## config.mk

```make
export PLATFORM = sky130hd
export DESIGN_NAME = cfir_cell
export DESIGN_NICKNAME = d
export VERILOG_FILES = /design/src/hw/rtl/cfir_pkg.sv /design/src/hw/rtl/cfir_cell.sv
export SDC_FILE = /design/constraint.sdc
export NUM_CORES = 2
export LEC_CHECK = 0
export ABC_AREA = 0
export BUFFER_PORTS_ARGS = -buffer_cell sky130_fd_sc_hd__buf_2
export CAP_MARGIN = 0
export CORE_ASPECT_RATIO = 1.25
export CORE_MARGIN = 8
export CORE_UTILIZATION = 28
export CTS_CLUSTER_DIAMETER = 120
export DETAILED_ROUTE_END_ITERATION = 10
export PLACE_DENSITY_LB_ADDON = 0.05
export SLEW_MARGIN = 20
export SYNTH_ARGS = -nofsm -noshare
export SYNTH_HDL_FRONTEND = slang
export SYNTH_SLANG_ARGS = --single-unit
```

## constraint.sdc

```tcl
create_clock -name clk -period 9 [get_ports clk]
set_input_delay 0.9 -clock clk [delete_from_list [all_inputs] [get_ports clk]]
set_output_delay 0.9 -clock clk [all_outputs]
set_load 0.01 [all_outputs]
```

## src/hw/rtl/cfir_pkg.sv

```systemverilog
package cfir_pkg;

  // Fixed widths of the sample, coefficient and result words
  localparam int SAMP_W   = 16;
  localparam int COEF_W   = 32;
  localparam int MUL_W    = 2 * SAMP_W;      // one real product
  localparam int PROD_W   = MUL_W + 1;       // complex product part
  localparam int SUM1_W   = PROD_W + 1;
  localparam int SUM2_W   = PROD_W + 2;
  localparam int OUT_W    = 36;
  localparam int MAX_TAPS = 8;
  localparam int REG_CNT  = 8;
  localparam int REG_IDX_W = 3;
  localparam int ADDR_W   = REG_IDX_W + 2;

  typedef struct packed {
    logic signed [SAMP_W-1:0] im;
    logic signed [SAMP_W-1:0] re;
  } sample_t;

  typedef logic signed [PROD_W-1:0] prod_t;
  typedef logic signed [OUT_W-1:0]  acc_t;

  // Per-transfer control fanned out to every cell
  typedef struct packed {
    logic shift;   // take neighbour's sample
    logic clear;   // zero the sample instead (block start)
    logic load;    // register the product of the held sample
  } cell_ctrl_t;

endpackage

```

## src/hw/rtl/cfir_cell.sv

```systemverilog
module cfir_cell (
  input  logic                           clk,
  input  logic                           rst_n,
  input  cfir_pkg::cell_ctrl_t           ctrl,
  input  cfir_pkg::sample_t              samp_i,
  input  logic [cfir_pkg::COEF_W-1:0]    coef_i,
  output cfir_pkg::sample_t              samp_o,
  output cfir_pkg::prod_t                prod_re_o,
  output cfir_pkg::prod_t                prod_im_o
);
  import cfir_pkg::*;

  sample_t                   samp_r;
  prod_t                     prod_re_r;
  prod_t                     prod_im_r;
  logic signed [SAMP_W-1:0]  c_re;
  logic signed [SAMP_W-1:0]  c_im;
  logic signed [MUL_W-1:0]   m_rr;
  logic signed [MUL_W-1:0]   m_ii;
  logic signed [MUL_W-1:0]   m_ri;
  logic signed [MUL_W-1:0]   m_ir;
  prod_t                     prod_re_nxt;
  prod_t                     prod_im_nxt;

  // coefficient: real in upper half, imaginary in lower half
  assign c_re = coef_i[COEF_W-1:SAMP_W];
  assign c_im = coef_i[SAMP_W-1:0];

  assign m_rr = MUL_W'(c_re) * MUL_W'(samp_r.re);
  assign m_ii = MUL_W'(c_im) * MUL_W'(samp_r.im);
  assign m_ri = MUL_W'(c_re) * MUL_W'(samp_r.im);
  assign m_ir = MUL_W'(c_im) * MUL_W'(samp_r.re);

  always_comb begin
    prod_re_nxt = PROD_W'(m_rr) - PROD_W'(m_ii);
    prod_im_nxt = PROD_W'(m_ri) + PROD_W'(m_ir);
  end

  always_ff @(posedge clk) begin
    if (!rst_n) begin
      samp_r <= '0;
    end else if (ctrl.shift) begin
      samp_r <= ctrl.clear ? '0 : samp_i;
    end
  end

  always_ff @(posedge clk) begin
    if (ctrl.load) begin
      prod_re_r <= prod_re_nxt;
      prod_im_r <= prod_im_nxt;
    end
  end

  assign samp_o    = samp_r;
  assign prod_re_o = prod_re_r;
  assign prod_im_o = prod_im_r;

endmodule

```

==> impl_metrics.ini <==
[outcome]
status = completed

[cts]
ctsLongestPathBuffers = 2
cts.sinks = 98
holdBufCountCts = 0
post-cts-setup-buffers = 0
cts_root_buf = clkbuf_16
cts_tree = done
clk_latency_ns = 0.47
ctsResizeCount = 0
clk_pin_slew_worst_paths_ns = 0.11
cts-htree-levels = 3
numCtsBuffers = 9

[timing]
rsz0062_at_grt = no
relSlewSlack = 0.388
hold_viol = 0
finalCriticalPeriod_ns = 8.14
fmaxAchievable_mhz = 123
fin_ws_ns = 0.863
setup_viol = 0
min_period_over_period = 0.904
fin_setup_tns_ns = 0
slew_violations = 0
tightest_slew_ns = 0.917
clock_skew_ns = 0.0271

[finish]
finalNetCount = 6203
area_growth_pct = 9.61
nFillCells = 16700
drive_gt1_frac = 0.0741

[yosys]
syn-instance-count = 4531
ys_types = 60
netlist_area_mm2 = 0.0435
yosysSeqAreaShare = 0.0602
synth_edf_count = 66
synth_ff_type = edfxtp_1
synth.area.top_cells = fa_1 54%, inv_1 11%, ha_1 8.9%
yosys-top-cells-count = 1,280 x inv_1, 1,173 x fa_1, 519 x nand2_1, 478 x and2_1, 310 x ha_1
ys.warnings.count = 0
synth_top_area_share = 0.539
async_reset_ff_frac = 0
yosys.area.top_type = fa_1
synth-seq-cells = 98
synth_area_per_cell_um2 = 9.61
yosysMostFrequentCell = inv_1
syn_nets = 6083

[setup_path]
rr_worst_depth = 24
path_max_fanout = 17
cp_num_buf_inv = 6
reg2reg_from = samp_o[19]
critPathArrivalTime_ns = 8.36
worst-endpoint-required_ns = 9.22
max_stage_delay_ns = 0.72
cp-end-kind = flop
crit_slowest_cell = fa_1
cp_top_family = adder cells
crit_start = samp_o[19]
crit_path_frequent_cell = fa_1
start_kind = flop
r2r_slack_ns = 0.86
path_class = flop to flop
rr_endpoint = prod_re_o[32]
crit_chain = buf_4 -> and2_1 -> fa_1 -> inv_1 -> fa_1 -> inv_1 -> fa_1 -> inv_1 -> fa_1 -> fa_1 -> fa_1 -> fa_1 -> inv_1 -> fa_1 -> inv_1 -> ha_1 -> and3_1 -> a31o_2 -> o41ai_2 -> o21ai_0 -> a41oi_2 -> o2111ai_1 -> a21oi_1 -> xnor2_1

[drt]
wl_per_cell_um = 20.8
ant_nets = 0
drt_iter0_drc = 1205
drcViolationCount = 0
via_count = 29000
wirelength_um = 139000
dr.pass1.iters = 7
drt-vias-per-instance = 4.32

[floorplan]
start_util = 0.280
rows = 162
die_w_um = 369
coreArea_mm2 = 0.155
io_pins = 167
die_h_um = 457
die_area_mm2 = 0.168

[grt]
grt_pass1_vias = 33900
antenna_found_initial = 19
track_usage = 0.173
grt_pass1_wl_um = 216000
grt_overflow = 0
grt_max_degree = 35

[min_path]
hold_path_depth = 3
holdCritStartpoint = samp_i[14]
hold_path_end = samp_o[14]
hold_path.class = primary input to flop

[placement]
dpl.hpwl_um = 118000
globalplace.congestion = 0.781
port_buffers = 166
dp_slack_ns = 0.312

[pwr]
p_leak_nw = 23.5
power_mw = 13.9
vdd_drop_max_v = 0.000441
p_per_area_mw_per_mm2 = 291

[flow_run]
drv_cap = 0
==> worst min-delay path, stage by stage <==
cell and delay, ns:
buf_2 0.07, a21oi_1 0.05, nor2b_1 0.09
==> layer usage <==
metal	GRT usage	vias up	part of all wire
met4	0.0416	6	0.022
met3	0.0142	84	0.028
met2	0.315	437	0.53
li1	-	13100	-
met5	0	-	0.00029
met1	0.220	15400	0.42
==> per-stage QoR <==
step / area, um^2 / instances / hold WS, ns / utilization
after global routing: 47700 / 6707 / 0.676 / 0.307
final: 47700 / 6715 / 0.671 / 0.307
after CTS: 47700 / 6706 / 0.615 / 0.307
after floorplan: 43500 / 4531 / 0.679 / -
after global placement: 47400 / 6690 / 0.854 / 0.305
after detailed placement: 47400 / 6690 / 0.849 / 0.305
==> report_power, final <==
part	switching (mW)	total (mW)	internal (mW)
combinational	6.99	12.1	5.16
clock	0.287	0.484	0.197
sequential	0.0546	1.25	1.20
total	7.33	13.9	6.55
==> kinds of logic after synthesis <==
family,count (synthesis),synth area share
adders and majority gates,1483,0.629
buffers and inverters,1486,0.128
AOI/OAI and AO/OA,177,0.0262
DFF,98,0.0602
and+or+nand+nor,1191,0.138
xor gates and xnor gates,96,0.0193
==> worst max-delay path by stage <==
stage / end / slack [ns] / depth (start not counted)
final: prod_re_o[32] / 0.86 / 24
after global routing: prod_re_o[32] / 0.46 / 24
after CTS: prod_re_o[32] / 0.78 / 24
after detailed placement: prod_re_o[32] / 0.31 / 26
after global placement: prod_re_o[32] / 0.31 / 26
after floorplan: prod_re_o[32] / 1.12 / 24
==> placed cells by master, fill, tap and decap left out, types with 6 or more instances in the layout <==
cell / n
a21o_1: 22
a21oi_1: 74
and2_1: 478
buf_12: 10
buf_2: 165
buf_4: 139
clkbuf_16: 9
dfxtp_1: 31
diode_2: 9
edfxtp_1: 66
fa_1: 1173
ha_1: 310
inv_1: 1280
nand2_1: 519
nand2b_1: 31
nand3_1: 9
nor2_1: 59
nor2b_1: 62
nor3_1: 11
o21ai_0: 25
o21ai_1: 7
o21bai_1: 6
xnor2_1: 75
xor2_1: 21
==> state kept, by name, indices dropped and copies added (netlist names) <==
register and cells:
prod_im_o 33, prod_re_o 33, samp_o 32
==> cell type report <==
class,instances,area (um^2),share of cell area
repair buffers,314,2070,0.0434
clock buffers,9,225,0.00472
flip-flops and latches,98,2620,0.0550
inverters,1281,4810,0.101
multi-input cells,2947,35300,0.740
clock inverters,7,68.8,0.00144
diodes,9,22.5,0.000472
well taps,2050,2560,0.0538
Power figures use the tool's default switching activity.
