### src/hw/rtl/cfir_pkg.sv
package cfir_pkg;

  // Fixed widths of the sample, coefficient and result words
  localparam int SAMP_W   = 16;
  localparam int COEF_W   = 32;
  localparam int MUL_W    = 2 * SAMP_W;      // one real product
  localparam int PROD_W   = MUL_W + 1;       // complex product part
  localparam int SUM1_W   = PROD_W + 1;
  localparam int SUM2_W   = PROD_W + 2;
  localparam int OUT_W    = 36;
  localparam int MAX_TAPS = 8;
  localparam int REG_CNT  = 8;
  localparam int REG_IDX_W = 3;
  localparam int ADDR_W   = REG_IDX_W + 2;

  typedef struct packed {
    logic signed [SAMP_W-1:0] im;
    logic signed [SAMP_W-1:0] re;
  } sample_t;

  typedef logic signed [PROD_W-1:0] prod_t;
  typedef logic signed [OUT_W-1:0]  acc_t;

  // Per-transfer control fanned out to every cell
  typedef struct packed {
    logic shift;   // take neighbour's sample
    logic clear;   // zero the sample instead (block start)
    logic load;    // register the product of the held sample
  } cell_ctrl_t;

endpackage

### src/hw/rtl/cfir_sum.sv
module cfir_sum (
  input  logic                  clk,
  input  logic                  rst_n,
  input  logic                  in_valid,
  output logic                  in_ready,
  input  cfir_pkg::prod_t       prod_re [cfir_pkg::MAX_TAPS],
  input  cfir_pkg::prod_t       prod_im [cfir_pkg::MAX_TAPS],
  output logic                  out_valid,
  input  logic                  out_ready,
  output cfir_pkg::acc_t        sum_re,
  output cfir_pkg::acc_t        sum_im
);
  import cfir_pkg::*;

  logic signed [SUM1_W-1:0] l1_re_r [MAX_TAPS/2];
  logic signed [SUM1_W-1:0] l1_im_r [MAX_TAPS/2];
  logic signed [SUM2_W-1:0] l2_re_r [MAX_TAPS/4];
  logic signed [SUM2_W-1:0] l2_im_r [MAX_TAPS/4];
  acc_t                     o_re_r;
  acc_t                     o_im_r;
  logic                     l1_v_r;
  logic                     l2_v_r;
  logic                     o_v_r;
  logic                     adv_o;
  logic                     adv_l2;
  logic                     adv_l1;

  // each level loads when empty or when the next one moves
  assign adv_o  = !o_v_r  || out_ready;
  assign adv_l2 = !l2_v_r || adv_o;
  assign adv_l1 = !l1_v_r || adv_l2;
  assign in_ready = adv_l1;

  always_ff @(posedge clk) begin
    if (!rst_n) begin
      l1_v_r <= 1'b0;
      l2_v_r <= 1'b0;
      o_v_r  <= 1'b0;
    end else begin
      if (adv_l1) l1_v_r <= in_valid;
      if (adv_l2) l2_v_r <= l1_v_r;
      if (adv_o)  o_v_r  <= l2_v_r;
    end
  end

  always_ff @(posedge clk) begin
    if (adv_l1) begin
      for (int i = 0; i < MAX_TAPS/2; i++) begin
        l1_re_r[i] <= SUM1_W'(prod_re[2*i]) + SUM1_W'(prod_re[2*i+1]);
        l1_im_r[i] <= SUM1_W'(prod_im[2*i]) + SUM1_W'(prod_im[2*i+1]);
      end
    end
    if (adv_l2) begin
      for (int i = 0; i < MAX_TAPS/4; i++) begin
        l2_re_r[i] <= SUM2_W'(l1_re_r[2*i]) + SUM2_W'(l1_re_r[2*i+1]);
        l2_im_r[i] <= SUM2_W'(l1_im_r[2*i]) + SUM2_W'(l1_im_r[2*i+1]);
      end
    end
    if (adv_o) begin
      o_re_r <= OUT_W'(l2_re_r[0]) + OUT_W'(l2_re_r[1]);
      o_im_r <= OUT_W'(l2_im_r[0]) + OUT_W'(l2_im_r[1]);
    end
  end

  assign out_valid = o_v_r;
  assign sum_re    = o_re_r;
  assign sum_im    = o_im_r;

endmodule

### config.mk
export PLATFORM = sky130hd
export DESIGN_NAME = cfir_sum
export DESIGN_NICKNAME = d
export VERILOG_FILES = /design/src/hw/rtl/cfir_pkg.sv /design/src/hw/rtl/cfir_sum.sv
export SDC_FILE = /design/constraint.sdc
export NUM_CORES = 1
export LEC_CHECK = 0
export ABC_AREA = 1
export ABC_CLOCK_PERIOD_IN_PS = 17710
export BUFFER_PORTS_ARGS = -buffer_cell sky130_fd_sc_hd__buf_2
export CORE_ASPECT_RATIO = 0.75
export CORE_UTILIZATION = 35
export DETAILED_ROUTE_END_ITERATION = 16
export GPL_TIMING_DRIVEN = 0
export PLACE_DENSITY = 0.59
export RECOVER_POWER = 25
export REMOVE_ABC_BUFFERS = 1
export SYNTH_ARGS = -nofsm -noshare
export SYNTH_HDL_FRONTEND = slang
export SYNTH_SLANG_ARGS = --single-unit
### constraint.sdc
create_clock -name clk -period 17.71 [get_ports clk]
set_clock_uncertainty 0.1 [all_clocks]
set_input_delay 3.542 -clock clk [delete_from_list [all_inputs] [get_ports clk]]
set_output_delay 3.542 -clock clk [all_outputs]
set_load 0.05 [all_outputs]
==> impl_metrics.json <==
{
  "status": "finished, violations left",
  "violations": "max-capacitance violations, max-slew violations",
  "htree_levels": 2,
  "ir_worst_vdd_uv": 93.8,
  "synth-seq-cells": 487,
  "worstHoldPathCells": 2,
  "vias_per_cell": 4.83,
  "clkLatencyLatePin_ps": 610,
  "via_count": 46500,
  "synth_commonest_cells": "2450 x nand2_1, 1240 x inv_1, 756 x nor2_1, 498 x a21oi_1, 484 x edfxtp_1",
  "endpoint_kind": "output port",
  "hold_slack_ps": 365,
  "cts_inserted_buffers": 49,
  "clockBufferDepth": 3,
  "final.setup.tns_ps": 0,
  "crit_chain": "buf_2 -> inv_1 -> nand2_1 -> nor2_1 -> nand2_4 -> buf_2",
  "met1_length_um": 74300,
  "grt_pass1_wl_um": 235000,
  "fp-row-count": 116,
  "grt_setup_unrepaired": "false",
  "hold_viol": 0,
  "seq_area_um2": 14600,
  "fillers": 14400,
  "clock-sinks": 487,
  "startpoint_type": "input pin",
  "cpMostUsedCell": "buf_2",
  "yosysUniqueCellTypes": 26,
  "fin_ws_ps": 8540,
  "dp_hpwl_um": 134000,
  "slew_headroom_pct": -92.3,
  "cp.arrival_ps": 5530,
  "powerDensity_nw_per_um2": 135,
  "pre_cts_ws_ps": 9010,
  "slowest_stage": "nor2_1",
  "p_leak_nw": 29.5,
  "multi_input_area_um2": 28300,
  "path_max_fanout": 27,
  "area_growth_pct": 14.4,
  "place.port_buffers": 605,
  "synth_edf_count": 484,
  "ys_seq_area_share_pct": 30.6,
  "initial_core_util_pct": 35.5,
  "ioPinCount": 606,
  "avgSynthCellArea_um2": 6.66,
  "worstMarginPinSlew_ps": 2880,
  "wl_met2_um": 68900,
  "worstPathRequired_ps": 14070,
  "drv_slew": 49,
  "drc": 0,
  "dieHeight_um": 322,
  "critical_path_class": "input pin to output port",
  "cts_resized": 0,
  "setup-violations-final": 0,
  "core_um2": 134000,
  "drt-initial-drc-count": 3353,
  "hp-class": "flip-flop to flip-flop",
  "grt_max_degree": 96,
  "syn_area_um2": 47700,
  "clk_pin_slew_ps": 70,
  "firstDrtPassIters": 6,
  "dr_wl_met3_um": 7520,
  "grt_pass1_vias": 43100,
  "grtUsageTotal_pct": 21.6,
  "synth_top_area_share_pct": 30.5,
  "synth_area_leaders": "edfxtp_1 30%, nand2_1 19%, ha_1 12%",
  "cts_setup_buffers": 0,
  "nets": 8846,
  "period_needed_ps": 9170,
  "antenna_found_initial": 6,
  "gp_congestion": 0.959,
  "top_layer_used": "met4",
  "yosys_warnings": 0,
  "antenna_cells": 0,
  "max_freq_ghz": 0.109,
  "cts-root-buf": "clkbuf_16",
  "drtAntennaViolNets": 0,
  "finalCritPeriodShare_pct": 51.8,
  "grt_overflow": 0,
  "synth_area_leader_cell": "edfxtp_1",
  "cts_tree": "yes",
  "hold_buffers": 0,
  "ys.flop_type": "edfxtp_1",
  "layout-drive-gt1-share_pct": 10.3,
  "dieArea_um2": 138000,
  "path_buf_inv": 3,
  "routed_wl_um": 154000,
  "synth-async-reset-ratio_pct": 0,
  "max_stage_delay_ps": 650,
  "drv_cap": 1,
  "routedWlPerCell_um": 16.0,
  "path_depth": 6,
  "yosysMostFrequentCell": "nand2_1",
  "worst_r2r_path_depth": 2,
  "syn_inst": 7168,
  "die_x_um": 428,
  "critPathTopFamily": "simple AND/OR/NAND/NOR gates"
}
-- where the power goes --
part	total, mW	internal (mW)	leakage, nW	switching [mW]
sequential	2.09	1.86	5.20	0.231
combinational	4.21	1.28	23.5	2.93
clock	1.08	0.623	0.793	0.459
total	7.39	3.77	29.5	3.62
-- flip-flops by register name, indices dropped and copies added, names as in the netlist --
| register | count |
|---|---|
| out_valid | 1 |
| l2_im_r | 70 |
| l1_re_r | 136 |
| sum_re | 36 |
| sum_im | 36 |
| l2_v_r | 1 |
| l1_im_r | 136 |
| l2_re_r | 70 |
| l1_v_r | 1 |
-- cell type report --
cell class                 count  share of cell area [%]
tap                         1770                    4.06
clock inverter                29                   0.653
timing repair buffer         611                    5.80
multi-input combinational   5441                    51.9
clock buffer                  60                    2.36
sequential                   487                    26.7
inverter                    1240                    8.53
-- placed cells by master (no fill, tap or decap), drive strengths merged, types with 44 or more instances in the layout --
| cell type | count |
|---|---|
| edfxtp | 484 |
| clkbuf | 64 |
| nor3 | 123 |
| nor2 | 780 |
| nand2 | 2561 |
| a21oi | 506 |
| o21ai | 273 |
| inv | 1246 |
| ha | 470 |
| buf | 607 |
| o21bai | 44 |
| nand4 | 70 |
| xor2 | 214 |
| nand3 | 339 |
-- cells by family after synthesis --
group                      Yosys count  synth area share, %
AOI/OAI and AO/OA                  850                 9.34
DFF                                487                 30.6
adders and majority gates          484                 12.9
xor gates and xnor gates           232                 4.26
buffers and inverters             1240                 9.75
and+or+nand+nor                   3875                 33.2
-- worst reg2reg max path, stage by stage, from the launching register on --
cell and delay, ps:
dfxtp_1 320, nand2_1 730, clkbuf_1 2090
-- final timing paths --
check / slack [ps] / end / start
worst max register to register: 13950 / sum_re[0] / out_valid
worst max-delay path: 8540 / in_ready / out_ready
worst min register to register: 360 / out_valid / l2_v_r
worst min-delay path: 360 / out_valid / l2_v_r
-- metrics by stage --
stage               total power, mW  instance area (um2)  std cells  utilization, %
floorplan                      4.95                47700       7168               -
global placement               6.33                53000       9543            39.4
detailed placement             6.35                53200       9549            39.6
CTS                            7.46                54800       9638            40.8
global route                   7.99                54600       9638            40.6
finish                         7.39                54600       9638            40.6
-- per-layer routing --
metal | up-vias | global-route usage, %
met2 | 1148 | 35.6
met5 | - | 0
met1 | 21000 | 30.5
met4 | 0 | 4.55
li1 | 24300 | -
met3 | 128 | 2.07
Power figures use the tool's default switching activity.
